### config.mk
export PLATFORM = sky130hd
export DESIGN_NAME = pulse_distance_frame_decoder
export DESIGN_NICKNAME = d
export VERILOG_FILES = /design/src/rtl/pdfd_pkg.sv /design/src/rtl/pdfd_bounds.sv /design/src/rtl/pdfd_core.sv /design/src/rtl/pulse_distance_frame_decoder.sv
export VERILOG_INCLUDE_DIRS = /design/src /design/src/rtl
export SDC_FILE = /design/constraint.sdc
export NUM_CORES = 1
export LEC_CHECK = 0
export BUFFER_PORTS_ARGS = -buffer_cell sky130_fd_sc_hd__buf_4
export CORE_ASPECT_RATIO = 1.1
export CORE_MARGIN = 5
export CORE_UTILIZATION = 55
export CTS_CLUSTER_DIAMETER = 200
export DETAILED_ROUTE_END_ITERATION = 16
export GPL_TIMING_DRIVEN = 1
export HOLD_SLACK_MARGIN = 0.02
export PLACE_DENSITY = 0.76
export SYNTH_ARGS = -nofsm -noshare
export SYNTH_HDL_FRONTEND = slang
export SYNTH_SLANG_ARGS = --single-unit
### constraint.sdc
create_clock -name i_clk -period 5.5 [get_ports i_clk]
set_clock_uncertainty 0.2 [all_clocks]
set_input_delay 1.1 -clock i_clk [delete_from_list [all_inputs] [get_ports i_clk]]
set_output_delay 1.1 -clock i_clk [all_outputs]
set_load 0.1 [all_outputs]
### src/rtl/pulse_distance_frame_decoder_defines.svh
// assertion macros for the pulse-distance frame decoder
// expects i_clk and i_rst_n in the module that uses them
`ifndef PULSE_DISTANCE_FRAME_DECODER_DEFINES_SVH
`define PULSE_DISTANCE_FRAME_DECODER_DEFINES_SVH

// same-cycle implication, off during reset
`define PDFD_ASSERT_IMP(lbl, ante, cons) \
    lbl: assert property (@(posedge i_clk) disable iff (!i_rst_n) (ante) |-> (cons)) \
        else $error("pdfd assertion failed");

// next-cycle implication, off during reset
`define PDFD_ASSERT_NXT(lbl, ante, cons) \
    lbl: assert property (@(posedge i_clk) disable iff (!i_rst_n) (ante) |=> (cons)) \
        else $error("pdfd assertion failed");

`endif

### src/rtl/pdfd_pkg.sv
// shared types, constants and window math for the pulse-distance frame decoder
// no dependencies
package pdfd_pkg;

    localparam int FRAME_BITS_DEF = 12;
    localparam int DATA_W         = 12;
    localparam int DUR_W          = 16;
    localparam int TOL_W          = 7;
    localparam int BND_W          = 13;

    localparam logic [TOL_W-1:0] TOL_RESET = 7'd25;
    localparam logic [TOL_W-1:0] TOL_MAX   = 7'd100;

    // nominal lengths are multiples of 100 us, so bounds are k * (100 -/+ t)
    localparam logic [BND_W-1:0] K_HDR  = 13'd30;
    localparam logic [BND_W-1:0] K_UNIT = 13'd10;
    localparam logic [BND_W-1:0] K_ONE  = 13'd20;

    localparam logic ST_OK     = 1'b0;
    localparam logic ST_REJECT = 1'b1;

    typedef enum logic [2:0] {
        PH_IDLE,
        PH_HDR_MARK,
        PH_HDR_SPACE,
        PH_BIT_MARK,
        PH_BIT_SPACE,
        PH_TRAILER
    } t_phase;

    typedef struct packed {
        logic             frame_start;
        logic             is_mark;
        logic [DUR_W-1:0] duration_us;
    } t_in_item;

    typedef struct packed {
        logic              status;
        logic [DATA_W-1:0] data;
    } t_out_item;

    typedef struct packed {
        logic [BND_W-1:0] hdr_lo;
        logic [BND_W-1:0] hdr_hi;
        logic [BND_W-1:0] unit_lo;
        logic [BND_W-1:0] unit_hi;
        logic [BND_W-1:0] one_lo;
        logic [BND_W-1:0] one_hi;
    } t_bounds;

    typedef struct packed {
        logic      emit;
        t_out_item item;
    } t_core_res;

    function automatic t_bounds calc_bounds(logic [TOL_W-1:0] tol);
        logic [BND_W-1:0] t;
        logic [BND_W-1:0] neg;
        logic [BND_W-1:0] pos;
        t_bounds          b;
        t   = (tol > TOL_MAX) ? BND_W'(TOL_MAX) : BND_W'(tol);
        neg = BND_W'(TOL_MAX) - t;
        pos = BND_W'(TOL_MAX) + t;
        b.hdr_lo  = BND_W'(neg * K_HDR);
        b.hdr_hi  = BND_W'(pos * K_HDR);
        b.unit_lo = BND_W'(neg * K_UNIT);
        b.unit_hi = BND_W'(pos * K_UNIT);
        b.one_lo  = BND_W'(neg * K_ONE);
        b.one_hi  = BND_W'(pos * K_ONE);
        return b;
    endfunction

    function automatic logic in_win(logic [DUR_W-1:0] dur, logic [BND_W-1:0] lo,
                                    logic [BND_W-1:0] hi);
        return (dur >= DUR_W'(lo)) && (dur <= DUR_W'(hi));
    endfunction

endpackage

### src/rtl/pdfd_bounds.sv
// acceptance window registers, recomputed on each tolerance write
// depends on pdfd_pkg
module pdfd_bounds (
    input  logic                        i_clk,
    input  logic                        i_rst_n,
    input  logic                        i_wr,
    input  logic [pdfd_pkg::TOL_W-1:0]  i_tol,
    output pdfd_pkg::t_bounds           o_bounds
);
    import pdfd_pkg::*;

    `include "pulse_distance_frame_decoder_defines.svh"

    t_bounds r_bounds;
    t_bounds n_bounds;

    always_comb begin
        n_bounds = i_wr ? calc_bounds(i_tol) : r_bounds;
    end

    always_ff @(posedge i_clk) begin
        if (!i_rst_n) begin
            r_bounds <= calc_bounds(TOL_RESET);
        end else begin
            r_bounds <= n_bounds;
        end
    end

    assign o_bounds = r_bounds;

    `PDFD_ASSERT_IMP(a_hdr_order, 1'b1, r_bounds.hdr_lo <= r_bounds.hdr_hi)
    `PDFD_ASSERT_IMP(a_unit_order, 1'b1, r_bounds.unit_lo <= r_bounds.unit_hi)
    `PDFD_ASSERT_NXT(a_wr_taken, i_wr, r_bounds == calc_bounds($past(i_tol)))

endmodule

### src/rtl/pdfd_core.sv
// frame state machine, bit counter and shift word
// depends on pdfd_pkg and the window registers from pdfd_bounds
module pdfd_core #(
    parameter int FRAME_BITS = pdfd_pkg::FRAME_BITS_DEF
) (
    input  logic                 i_clk,
    input  logic                 i_rst_n,
    input  logic                 i_en,
    input  pdfd_pkg::t_in_item   i_item,
    input  pdfd_pkg::t_bounds    i_bounds,
    output pdfd_pkg::t_core_res  o_res
);
    import pdfd_pkg::*;

    `include "pulse_distance_frame_decoder_defines.svh"

    localparam int CW = $clog2(FRAME_BITS + 1);

    t_phase                r_phase;
    t_phase                n_phase;
    logic [CW-1:0]         r_bits;
    logic [CW-1:0]         n_bits;
    logic [FRAME_BITS-1:0] r_word;
    logic [FRAME_BITS-1:0] n_word;

    t_phase                s_phase;
    logic [CW-1:0]         s_bits;
    logic [FRAME_BITS-1:0] s_word;
    logic                  m_hdr_mark;
    logic                  m_hdr_space;
    logic                  m_bit_mark;
    logic                  m_one;
    logic                  m_zero;
    logic                  m_trail;
    logic [FRAME_BITS+DATA_W-1:0] s_word_ext;

    // frame start restarts at the header mark
    always_comb begin
        s_phase = i_item.frame_start ? PH_HDR_MARK : r_phase;
        s_bits  = i_item.frame_start ? '0 : r_bits;
        s_word  = i_item.frame_start ? '0 : r_word;
    end

    always_comb begin
        m_hdr_mark  = i_item.is_mark
                      && in_win(i_item.duration_us, i_bounds.hdr_lo, i_bounds.hdr_hi);
        m_hdr_space = !i_item.is_mark
                      && in_win(i_item.duration_us, i_bounds.unit_lo, i_bounds.unit_hi);
        m_bit_mark  = i_item.is_mark
                      && in_win(i_item.duration_us, i_bounds.unit_lo, i_bounds.unit_hi);
        m_one       = !i_item.is_mark
                      && in_win(i_item.duration_us, i_bounds.one_lo, i_bounds.one_hi);
        m_zero      = m_hdr_space;
        m_trail     = m_bit_mark;
        s_word_ext  = {{DATA_W{1'b0}}, s_word};
    end

    // next state
    always_comb begin
        n_phase = r_phase;
        n_bits  = r_bits;
        n_word  = r_word;
        if (i_en) begin
            n_phase = s_phase;
            n_bits  = s_bits;
            n_word  = s_word;
            case (s_phase)
                PH_HDR_MARK: begin
                    n_phase = m_hdr_mark ? PH_HDR_SPACE : PH_IDLE;
                end
                PH_HDR_SPACE: begin
                    n_phase = m_hdr_space ? PH_BIT_MARK : PH_IDLE;
                end
                PH_BIT_MARK: begin
                    n_phase = m_bit_mark ? PH_BIT_SPACE : PH_IDLE;
                end
                PH_BIT_SPACE: begin
                    if (m_one || m_zero) begin
                        n_word  = FRAME_BITS'({s_word, m_one});
                        n_bits  = s_bits + CW'(1);
                        n_phase = (s_bits == CW'(FRAME_BITS - 1)) ? PH_TRAILER : PH_BIT_MARK;
                    end else begin
                        n_phase = PH_IDLE;
                    end
                end
                PH_TRAILER: begin
                    n_phase = PH_IDLE;
                end
                default: begin
                    n_phase = PH_IDLE;
                end
            endcase
        end
    end

    // result
    always_comb begin
        o_res.emit        = 1'b0;
        o_res.item.status = ST_REJECT;
        o_res.item.data   = '0;
        case (s_phase)
            PH_HDR_MARK: begin
                o_res.emit = !m_hdr_mark;
            end
            PH_HDR_SPACE: begin
                o_res.emit = !m_hdr_space;
            end
            PH_BIT_MARK: begin
                o_res.emit = !m_bit_mark;
            end
            PH_BIT_SPACE: begin
                o_res.emit = !(m_one || m_zero);
            end
            PH_TRAILER: begin
                o_res.emit = 1'b1;
                if (m_trail) begin
                    o_res.item.status = ST_OK;
                    o_res.item.data   = s_word_ext[DATA_W-1:0];
                end
            end
            default: begin
                o_res.emit = 1'b0;
            end
        endcase
    end

    always_ff @(posedge i_clk) begin
        if (!i_rst_n) begin
            r_phase <= PH_IDLE;
            r_bits  <= '0;
            r_word  <= '0;
        end else begin
            r_phase <= n_phase;
            r_bits  <= n_bits;
            r_word  <= n_word;
        end
    end

    `PDFD_ASSERT_IMP(a_reject_zero,
        o_res.emit && (o_res.item.status == ST_REJECT), o_res.item.data == '0)
    `PDFD_ASSERT_NXT(a_emit_idle, i_en && o_res.emit, r_phase == PH_IDLE)
    `PDFD_ASSERT_NXT(a_start_hdr, i_en && i_item.frame_start,
        (r_phase == PH_HDR_SPACE) || (r_phase == PH_IDLE))
    `PDFD_ASSERT_IMP(a_trailer_full, r_phase == PH_TRAILER, r_bits == CW'(FRAME_BITS))

endmodule

### src/rtl/pulse_distance_frame_decoder.sv
// top level: segment input register, decode core, result register, tolerance port
// depends on pdfd_pkg, pdfd_bounds and pdfd_core
//
// channel   direction  signals                                  payload
// segment   in         i_in_valid, o_in_stall, i_in_item        t_in_item
// result    out        o_out_valid, i_out_stall, o_out_item     t_out_item
// config    in         i_cfg_valid, o_cfg_ready, i_cfg_tolerance_percent
//
// one segment per cycle unless the result register stalls
// segment register -> window compares and state update -> result register
// synchronous active-low reset: idle phase, tolerance 25 percent
// a stalled result holds the segment register, which then stalls the input
module pulse_distance_frame_decoder #(
    parameter int FRAME_BITS = pdfd_pkg::FRAME_BITS_DEF
) (
    input  logic                        i_clk,
    input  logic                        i_rst_n,
    input  logic                        i_in_valid,
    output logic                        o_in_stall,
    input  pdfd_pkg::t_in_item          i_in_item,
    output logic                        o_out_valid,
    input  logic                        i_out_stall,
    output pdfd_pkg::t_out_item         o_out_item,
    input  logic                        i_cfg_valid,
    output logic                        o_cfg_ready,
    input  logic [pdfd_pkg::TOL_W-1:0]  i_cfg_tolerance_percent
);
    import pdfd_pkg::*;

    `include "pulse_distance_frame_decoder_defines.svh"

    logic      r_in_valid;
    logic      n_in_valid;
    t_in_item  r_in_item;
    t_in_item  n_in_item;
    logic      r_out_valid;
    logic      n_out_valid;
    t_out_item r_out_item;
    t_out_item n_out_item;

    logic      s_adv;
    logic      s_in_take;
    t_bounds   s_bounds;
    t_core_res s_res;

    assign s_adv       = r_in_valid && (!r_out_valid || !i_out_stall);
    assign o_in_stall  = r_in_valid && !s_adv;
    assign s_in_take   = i_in_valid && !o_in_stall;
    assign o_cfg_ready = 1'b1;

    pdfd_bounds u_bounds (
        .i_clk    (i_clk),
        .i_rst_n  (i_rst_n),
        .i_wr     (i_cfg_valid && o_cfg_ready),
        .i_tol    (i_cfg_tolerance_percent),
        .o_bounds (s_bounds)
    );

    pdfd_core #(
        .FRAME_BITS (FRAME_BITS)
    ) u_core (
        .i_clk    (i_clk),
        .i_rst_n  (i_rst_n),
        .i_en     (s_adv),
        .i_item   (r_in_item),
        .i_bounds (s_bounds),
        .o_res    (s_res)
    );

    always_comb begin
        n_in_valid = r_in_valid;
        n_in_item  = r_in_item;
        if (s_in_take) begin
            n_in_valid = 1'b1;
            n_in_item  = i_in_item;
        end else if (s_adv) begin
            n_in_valid = 1'b0;
        end
    end

    // result register: loads a result emitted by the core, drains when not stalled
    always_comb begin
        n_out_valid = r_out_valid && i_out_stall;
        n_out_item  = r_out_item;
        if (s_adv && s_res.emit) begin
            n_out_valid = 1'b1;
            n_out_item  = s_res.item;
        end
    end

    always_ff @(posedge i_clk) begin
        if (!i_rst_n) begin
            r_in_valid  <= 1'b0;
            r_out_valid <= 1'b0;
        end else begin
            r_in_valid  <= n_in_valid;
            r_out_valid <= n_out_valid;
        end
        r_in_item  <= n_in_item;
        r_out_item <= n_out_item;
    end

    assign o_out_valid = r_out_valid;
    assign o_out_item  = r_out_item;

    `PDFD_ASSERT_NXT(a_emit_shown, s_adv && s_res.emit, o_out_valid)
    `PDFD_ASSERT_NXT(a_drain, o_out_valid && !i_out_stall && !(s_adv && s_res.emit),
        !o_out_valid)
    `PDFD_ASSERT_NXT(a_take_held, s_in_take, r_in_valid && (r_in_item == $past(i_in_item)))

endmodule
# After elaboration in Yosys (flattened, before gate mapping)
# Index checks and enable logic that the tools add are counted.
totals:
  elab_cells: 82
  out_inout_bits: 16
  ff_bits: 122
op_classes:
  n_mul: 6
  n_addsub: 3
  eq_ne: 6
  magnitude_cmp: 7
  mux: 19
  n_reduce_logical: 25
ops:
  columns: ["op", "n"]
  rows:
  - ["16-bit by 13-bit >= comparator with 1-bit output", 3]
  - ["16-bit by 13-bit less-or-equal comparator with 1-bit output", 3]
  - ["12-bit 2-to-1 mux", 3]
  - ["13-bit by 3-bit multiplier with 11-bit output, second input constant", 2]
  - ["13-bit by 3-bit multiplier with 12-bit output, second input constant", 2]
  - ["13-bit by 4-bit multiplier with 12-bit output, second input constant", 2]
  - ["7-bit by 13-bit adder with 13-bit output, first input constant", 1]
  - ["13-bit 2-to-1 mux", 1]
  - ["7-bit by 13-bit subtractor with 13-bit output, first input constant", 1]
  - ["1-bit logical AND", 12]
  - ["3-bit 2-to-1 mux", 4]
  - ["4-bit 2-to-1 mux", 3]
  - ["3-bit case mux with 4 select lines", 1]
  - ["1-bit logical NOT", 9]
  - ["7-bit greater-than comparator, second input constant", 1]
  - ["7-bit 2-to-1 mux", 1]
  - ["3-bit by 2-bit equality test with 1-bit output, second input constant", 2]
  - ["3-bit equality test, second input constant", 2]
  - ["1-bit case mux with 5 select lines", 1]
  - ["4-bit by 1-bit adder with 4-bit output, second input constant", 1]
  - ["4-bit equality test, second input constant", 1]
  - ["2-bit 2-to-1 mux", 2]
  - ["3-bit by 1-bit equality test with 1-bit output, second input constant", 1]
  - ["1-bit 2-to-1 mux", 3]
  - ["3 further kinds", 4]

# Longest topological paths before layout
# Gate-level depths: netlist (run 1).
logic_depth:
  ltp_word: 8
  mapped_depth: 22

# By module
# From an unflattened synthesis (run 1), not the netlist that was laid out.
unflattened:
  cells_unflattened: 923
  hier_area_um2: 8345.5
modules_own_cells:
  columns: ["module", "area_per_inst_um2", "cells_per_inst", "n_inst"]
  rows:
  - ["pdfd_bounds", 4234.1, 473, 1]
  - ["pdfd_core", 3078.0, 407, 1]
  - ["pulse_distance_frame_decoder", 1033.5, 43, 1]

# Worst setup path before layout (run 1)
# OpenSTA, ideal clock, no wires.
synth_timing:
  path_kind: "input -> register"
  startpoint: "input i_cfg_tolerance_percent[5] in the netlist's numbering"
  endpoint: "register u_bounds.r_bounds (netlist bit u_bounds.o_bounds[74])"
  cell_stages: 21
  path_slack_ps: -236
  setup_time_ps: 118
  t_required_ps: 5182
  arrival_time_ps: 5417
  cell_sequence: "clkbuf_1 -> nand2_1 -> nor2_1 -> nor2_1 -> inv_1 -> ha_1 -> a21oi_1 -> xor2_1 -> inv_1 -> xnor2_1 -> xnor2_1 -> fa_1 -> inv_1 -> ha_1 -> and2_1 -> o21ai_0 -> inv_1 -> or3_1 -> a21oi_1 -> xor2_1 -> o21ai_1"
synth_via:
  elab_chain_cells: 4
synth_lines:
  columns: ["element", "line_no", "rtl"]
  rows:
  - ["start: declaration", "pulse_distance_frame_decoder.sv:26", "input logic [pdfd_pkg::TOL_W-1:0] i_cfg_tolerance_percent"]
  - ["7-bit greater-than comparator", "pdfd_pkg.sv:61", "t = (tol > TOL_MAX) ? BND_W'(TOL_MAX) : BND_W'(tol);"]
  - ["7-bit 2-to-1 mux *", "pdfd_pkg.sv:61", null]
  - ["7-bit by 13-bit subtractor with 13-bit output *", "pdfd_pkg.sv:62", "neg = BND_W'(TOL_MAX) - t;"]
  - ["13-bit by 4-bit multiplier with 12-bit output *", "pdfd_pkg.sv:64", "b.hdr_lo = BND_W'(neg * K_HDR);"]
  - ["end signal: assignment", "pdfd_bounds.sv:23", "r_bounds <= calc_bounds(TOL_RESET);"]
  - ["end signal: assignment", "pdfd_bounds.sv:25", "r_bounds <= n_bounds;"]
  - ["end: declaration", "pdfd_bounds.sv:14", "t_bounds r_bounds;"]
# Every way passes the cells marked *; elsewhere a longest branch is shown, timed or not.
# A chain may end at the register's enable or synchronous reset.

# Final worst setup path (run 1)
layout_timing:
  startpoint: "input i_cfg_tolerance_percent[4] in the netlist's numbering"
  endpoint: "register u_bounds.r_bounds (netlist bit u_bounds.o_bounds[76])"
# Same word-level chain as after synthesis.

==> results of run 1 <==
-- kinds of logic (layout without fill, tap and decap cells) --
family                     Yosys count  after routing  synth area share
buffers and inverters              128            170            0.0646
muxes                               15             15            0.0196
xor gates and xnor gates            45             45            0.0510
DFF                                 95             95             0.286
adders and majority gates          151            151             0.266
other                                1              1          0.000485
AOI/OAI and AO/OA                  190            190             0.171
and+or+nand+nor                    204            204             0.141
-- layer usage --
layer,share of wire,up-vias,GRT usage
li1,-,2987,-
met1,0.46,2716,0.261
met2,0.48,89,0.347
met3,0.035,22,0.0207
met4,0.019,0,0.0615
met5,0,-,0
-- path summary, 6_finish.rpt --
| path | end | slack, ns | startpoint | cells after the start |
|---|---|---|---|---|
| worst max-delay path | u_bounds.o_bounds[76] | 0.41 | i_cfg_tolerance_percent[4] | 18 |
| worst min-delay path | u_core.r_word[11] | 0.27 | u_core.r_word[11] | 1 |
| worst max register to register | o_out_item[6] | 1.82 | r_in_item[10] | 9 |
| worst min register to register | u_core.r_word[11] | 0.27 | u_core.r_word[11] | 1 |
-- where the power goes --
group          internal, uW  switching (uW)
logic                   531             656
clock network           372             284
registers               795            38.9
-- cell type report --
class	count	area (um^2)
flip-flops and latches	95	2210
multi-input cells	606	5050
inverters	98	368
clock inverters	5	48.8
fillers	1173	5190
well taps	188	235
clock buffers	11	275
repair buffers	56	420
-- sequential cells by signal, summed over array words and instances (netlist names) --
| register | cells |
|---|---|
| o_out_item | 13 |
| o_out_valid | 1 |
| r_in_item | 18 |
| r_in_valid | 1 |
| u_bounds.o_bounds | 43 |
| u_core.r_bits | 4 |
| u_core.r_phase | 3 |
| u_core.r_word | 12 |
-- synth_stat cells, types with 15 or more instances --
| cell type | count | area share |
|---|---|---|
| xor2_1 | 15 | 0.017 |
| clkbuf_1 | 20 | 0.0097 |
| o21ai_0 | 25 | 0.016 |
| nor2b_1 | 23 | 0.019 |
| dfxtp_1 | 64 | 0.17 |
| a21oi_1 | 50 | 0.032 |
| a21o_1 | 15 | 0.015 |
| edfxtp_1 | 31 | 0.12 |
| nand2_1 | 60 | 0.029 |
| inv_1 | 96 | 0.047 |
| xnor2_1 | 30 | 0.034 |
| o211ai_1 | 21 | 0.020 |
| nor2_1 | 23 | 0.011 |
| fa_1 | 23 | 0.060 |
| and2_1 | 24 | 0.019 |
| ha_1 | 126 | 0.20 |
-- through the flow --
stage                     setup slack (ns)  utilization
after floorplan                    -0.0131            -
after global placement               0.135        0.600
after detailed placement            0.0449        0.600
after CTS                            0.404        0.624
after global routing                0.0393        0.624
final                                0.414        0.624
-- worst max-delay path, delay by kind of cell --
family	cells	cell delay (ns)
buffers and inverters	1	0.14
AOI/OAI and AO/OA	5	1.16
and+or+nand+nor	7	1.13
adders and majority gates	4	1.48
xor gates and xnor gates	1	0.13
==> key figures, run 1 <==
Status
  – Outcome: finished, final reports clean

CTS
  – CTS Hold Bufs: 0
  – Post-CTS Setup Bufs: 0
  – Clock Root Buffer: clkbuf_16
  – Max clock buf depth: 2
  – H-tree Lvls: 3
  – Total clock sinks: 95
  – Clock Latency Late Sink: roughly 0.34 ns
  – Clock slew at reported path FFs: roughly 0.070 ns
  – TritonCTS buffer count: 9
  – CTS tree: built
  – Gates resized, CTS repair: 0

STA
  – Unrepaired setup endpoints after global routing: no
  – Final-report max-slew violation count: 0
  – Setup TNS: 0 ns
  – Fmax: between 150 and 200 MHz
  – Final Hold Violating Endpoints: 0
  – Final Cycle Share: 0.925
  – Slew HR: 0.308
  – Worst Hold Slack: ~0.27 ns
  – Min cycle time layout: between 5 and 6 ns
  – Final setup vio count: 0
  – Tightest Pin Transition: approximately 1.0 ns

Detailed routing
  – DRT Wirelength: between 15000 and 20000 um
  – Vias per inst: ~5.5
  – Drt wl/cell: between 15 and 20 um
  – Antenna viol nets, final: 0
  – Pre-antenna DRT Iters: 4
  – Post-route DRC: 0
  – DRT iter0 DRCs: 409
  – DR vias: between 5k and 6k

Worst setup path
  – Worst Setup End Kind: register
  – Worst Setup Start Kind: input pin
  – CP peak stage delay: roughly 0.5 ns
  – CP max-delay cell: fa_1
  – Crit Path Max Fanout: 9
  – CP required: 5.57 ns
  – Crit path cell chain: buf_4, nor2_1, nand2_1, nand2_1, nand2_1, ha_1, a21oi_1, nand2_1, o21ai_1, fa_1, fa_1, ha_1, or3_1, o31a_1, a21oi_1, xnor2_1, nand2_1, o211ai_1
  – Worst Path Arrival: about 5.2 ns
  – CP Class: in2reg
  – Top cell by count, worst path: nand2_1

Layout
  – Share of cells above drive strength 1: 0.104
  – Design Area, Final: about 8600 um^2
  – Non-Filler Instances: 1059
  – Synthesis-to-layout area growth: 11.3%
  – Commonest cells after routing, fill and taps aside: ha_1, inv_1, dfxtp_1
  – Final #Nets: 1045
  – Ant. Diodes: 0
  – Commonest non-fill, non-tap cell in the layout: ha_1

Yosys
  – Net Count, Synth: ~1k
  – Synth warn: 0
  – Synthesized flop and latch total: 95
  – Seq/Total Area, Yosys: 0.286
  – Synth Flop Type: dfxtp_1
  – Yosys cell types: 71
  – Synth async-reset ratio: 0
  – Mapped Area: 7730 um^2
  – Syn_area_per_cell: between 9 and 10 um^2
  – Syn Inst Count: a little over 800
  – Post-synth EDFFs: 31

Flow run
  – Max Cap Violations: 0

Pwr
  – Cell Pwr Density: a little over 300 nW/um^2
  – Peak VDD IR: roughly 0.16 mV
  – Tot Pwr: 2680 uW
  – Leakage Power: around 0.0040 uW

Hold path
  – Hold crit path type: reg2reg

Global route
  – Vias in the first global route: ~5.7k
  – Overflow after GRT: 0
  – Largest net degree at the start of global routing: 79
  – Total track usage: 0.200
  – Initial antenna violation count: 0
  – First-pass GRT wire length: between 20000 and 30000 um

Floorplanning
  – Core ar.: between 10000 and 15000 um^2
  – Die X: 123 um
  – I/O Pins: 46
  – Die area: 16500 um^2
  – FP Rows: 45
  – Die Y: 134 um
  – Initial core utilization: 0.561

Place
  – I/O Buffers: 44
  – Final RePlAce weighted congestion: between 0.8 and 0.9
  – Hpwl dp: ~13000 um
  – Placed cell area: around 8300 um^2
  – Dpl cells: approximately 1.0k
(Power assumes the default switching activity.)
==> run 2, diff against run 1 <==
Settings changed: PLACE_DENSITY 0.76 to unset, PLACE_DENSITY_LB_ADDON set to 0.12.
==> key figures, run 2 (synthesis gave the netlist of run 1 again) <==
Status
  – Outcome: finished, final reports clean (unchanged)

Worst setup path
  – CP required: 5.57 ns (about the same)
  – CP max-delay cell: fa_1 (unchanged)
  – CP Depth: 21 (was 18)
  – R2r endpoint: o_out_item[0] (was o_out_item[6])
  – Worst Setup End Kind: register (unchanged)
  – FF-to-FF Start: r_in_item[7] (was r_in_item[10])
  – CP Class: in2reg (unchanged)
  – FF-to-FF path depth: 8 (was 9)
  – CP startpoint: i_cfg_tolerance_percent[4] (unchanged)
  – Crit Path Max Fanout: 9 (unchanged)
  – End point of the critical path: u_bounds.o_bounds[76] (unchanged)
  – Worst Setup Start Kind: input pin (unchanged)
  – R2R Setup Slk: 2.00 ns (was 1.82 ns)
  – CP bufs+invs: 3 (was 1)
  – Crit path cell chain: buf_4, nor2_1, nand2_1, nand2_1, nand2_1, ha_1, a21oi_1, xnor2_1, xnor2_1, xnor2_1, fa_1, inv_1, ha_1, and2_1, o21ai_0, inv_1, o31a_1, a21oi_1, xnor2_1, nand2_1, o211ai_1 (was buf_4, nor2_1, nand2_1, nand2_1, nand2_1, ha_1, a21oi_1, nand2_1, o21ai_1, fa_1, fa_1, ha_1, or3_1, o31a_1, a21oi_1, xnor2_1, nand2_1, o211ai_1)
  – Top delay family on crit path: adder cells (unchanged)
  – Worst Path Arrival: 5.19 ns (was 5.15 ns)
  – CP peak stage delay: 0.53 ns (was 0.50 ns)

STA
  – Final setup vio count: 0 (unchanged)
  – Final-report max-slew violation count: 0 (unchanged)
  – Unrepaired setup endpoints after global routing: no (unchanged)
  – Slack of the critical path: 0.377 ns (was 0.414 ns)
  – Final Cycle Share: 0.931 (was 0.925)
  – Slew HR: 0.384 (was 0.308)
  – Setup TNS: 0 ns (unchanged)
  – Worst Hold Slack: 0.279 ns (was 0.272 ns)
  – Min cycle time layout: 5.12 ns (was 5.09 ns)
  – Fmax: 195 MHz (was 197 MHz)
  – Tightest Pin Transition: 0.916 ns (was 1.03 ns)
  – Final Hold Violating Endpoints: 0 (unchanged)

Detailed routing
  – Post-route DRC: 0 (unchanged)
  – DR vias: 6030 (was 5814)
  – Drt wl/cell: 16.0 um (was 15.1 um)
  – DRT Wirelength: 17000 um (was 15900 um)
  – Antenna viol nets, final: 0 (unchanged)
  – DRT iter0 DRCs: 300 (was 409)
  – Vias per inst: 5.67 (was 5.49)
  – Pre-antenna DRT Iters: 5 (was 4)

CTS
  – Post-CTS Setup Bufs: 0 (unchanged)
  – Max clock buf depth: 2 (unchanged)
  – Clock Latency Late Sink: 0.34 ns (about the same)
  – Clock Root Buffer: clkbuf_16 (unchanged)
  – H-tree Lvls: 3 (unchanged)
  – CTS tree: built (unchanged)
  – Clock slew at reported path FFs: 0.07 ns (about the same)
  – Total clock sinks: 95 (unchanged)
  – TritonCTS buffer count: 9 (unchanged)

Global route
  – First-pass GRT wire length: 28900 um (was 26900 um)
  – Vias in the first global route: 6121 (was 5735)
  – Total track usage: 0.216 (was 0.200)
  – Largest net degree at the start of global routing: 79 (unchanged)
  – Overflow after GRT: 0 (unchanged)
  – Initial antenna violation count: 0 (unchanged)

Pwr
  – Leakage Power: 0.00400 uW (about the same)
  – Peak VDD IR: 0.159 mV (was 0.163 mV)
  – Sequential Power Share: 0.313 (was 0.312)
  – Gate power share: 0.451 (was 0.443)
  – Psw: 987 uW (was 979 uW)
  – Cell Pwr Density: 310 nW/um^2 (was 311 nW/um^2)
  – Sw frac: 0.370 (was 0.365)
  – Tot Pwr: 2670 uW (was 2680 uW)
  – Internal power: 1680 uW (was 1700 uW)
  – Clk pwr share: 0.235 (was 0.245)

Layout
  – Commonest cells after routing, fill and taps aside: ha_1, inv_1, dfxtp_1 (unchanged)
  – Ant. Diodes: 0 (unchanged)
  – Synthesis-to-layout area growth: 11.3% (about the same)
  – Share of cells above drive strength 1: 0.106 (was 0.104)
  – Max reg flops: 43 (unchanged)
  – Commonest non-fill, non-tap cell in the layout: ha_1 (unchanged)
  – Final #Nets: 1049 (was 1045)

Floorplanning
  – Die X: 123 um (unchanged)
  – Initial core utilization: 0.561 (unchanged)
  – Core ar.: 13800 um^2 (unchanged)
  – Die area: 16500 um^2 (unchanged)
  – Die Y: 134 um (unchanged)
  – FP Rows: 45 (unchanged)
  – I/O Pins: 46 (unchanged)

Place
  – I/O Buffers: 44 (unchanged)
  – Final RePlAce weighted congestion: 0.891 (was 0.847)
  – DP Worst Slack: -0.0665 ns (was 0.0449 ns)
  – Hpwl dp: 13700 um (was 12600 um)

Hold path
  – Hold crit path type: reg2reg (unchanged)

Flow run
  – Max Cap Violations: 0 (unchanged)
==> run 2: metrics by stage <==
| step | cell area [um^2] | cells | util |
|---|---|---|---|
| after global placement | 8300 | 1047 | 0.602 |
| after CTS | 8610 | 1063 | 0.624 |
| after detailed placement | 8300 | 1047 | 0.602 |
| after floorplan | 7750 | 829 | - |
| after global routing | 8610 | 1063 | 0.624 |
| final | 8610 | 1063 | 0.624 |
==> run 2: how the worst min path moves through the flow <==
stage	cells past startpoint	start	slack, ns	endpoint
4_1_cts	1	u_core.r_word[11]	0.28	u_core.r_word[11]
3_5_place_dp	1	u_core.r_word[11]	0.26	u_core.r_word[11]
3_3_place_gp	1	u_core.r_word[11]	0.25	u_core.r_word[11]
6_report	1	u_core.r_word[11]	0.28	u_core.r_word[11]
5_1_grt	2	u_bounds.o_bounds[74]	0.29	u_bounds.o_bounds[74]
2_1_floorplan	1	u_core.r_word[11]	0.24	u_core.r_word[11]
==> run 2: worst register-to-register path, cell delays in order (launching register included) <==
cell,delay (ns)
edfxtp_1,0.56
ha_1,0.42
nand2_1,0.10
or3_1,0.35
mux2_2,0.27
nor3_2,0.19
o22ai_4,0.18
nor4_2,0.83
and3_1,0.26
==> run 2: area by class of cell <==
| class | instances | area [um^2] |
|---|---|---|
| timing repair buffer | 60 | 450 |
| sequential | 95 | 2210 |
| tap | 188 | 235 |
| clock buffer | 11 | 254 |
| clock inverter | 5 | 47.5 |
| fill | 1194 | 5180 |
| multi-input combinational | 606 | 5040 |
| inverter | 98 | 368 |
==> run 2: routing by layer <==
| metal | part of all wire | wire length (um) | global-route usage | up-vias |
|---|---|---|---|---|
| met5 | 0 | 0 | 0 | - |
| met4 | 0.040 | 677 | 0.0935 | 0 |
| met3 | 0.033 | 564 | 0.0278 | 48 |
| met2 | 0.50 | 8540 | 0.382 | 117 |
| met1 | 0.43 | 7230 | 0.262 | 2866 |
| li1 | - | - | - | 2999 |
==> run 2: power groups by stage <==
stage | clock network (uW) | registers (uW) | logic (uW)
4_1_cts | 643 | 835 | 1210
2_1_floorplan | 0 | 840 | 934
3_5_place_dp | 0 | 850 | 1200
5_1_grt | 672 | 842 | 1390
3_3_place_gp | 0 | 847 | 1150
6_report | 627 | 835 | 1200
==> run 2: timing repair <==
| action | in CTS | in global routing |
|---|---|---|
| endpoints found under the setup margin | 0 | 4 |
| hold buffers | 0 | 0 |
| gates resized for setup | 0 | 1 |
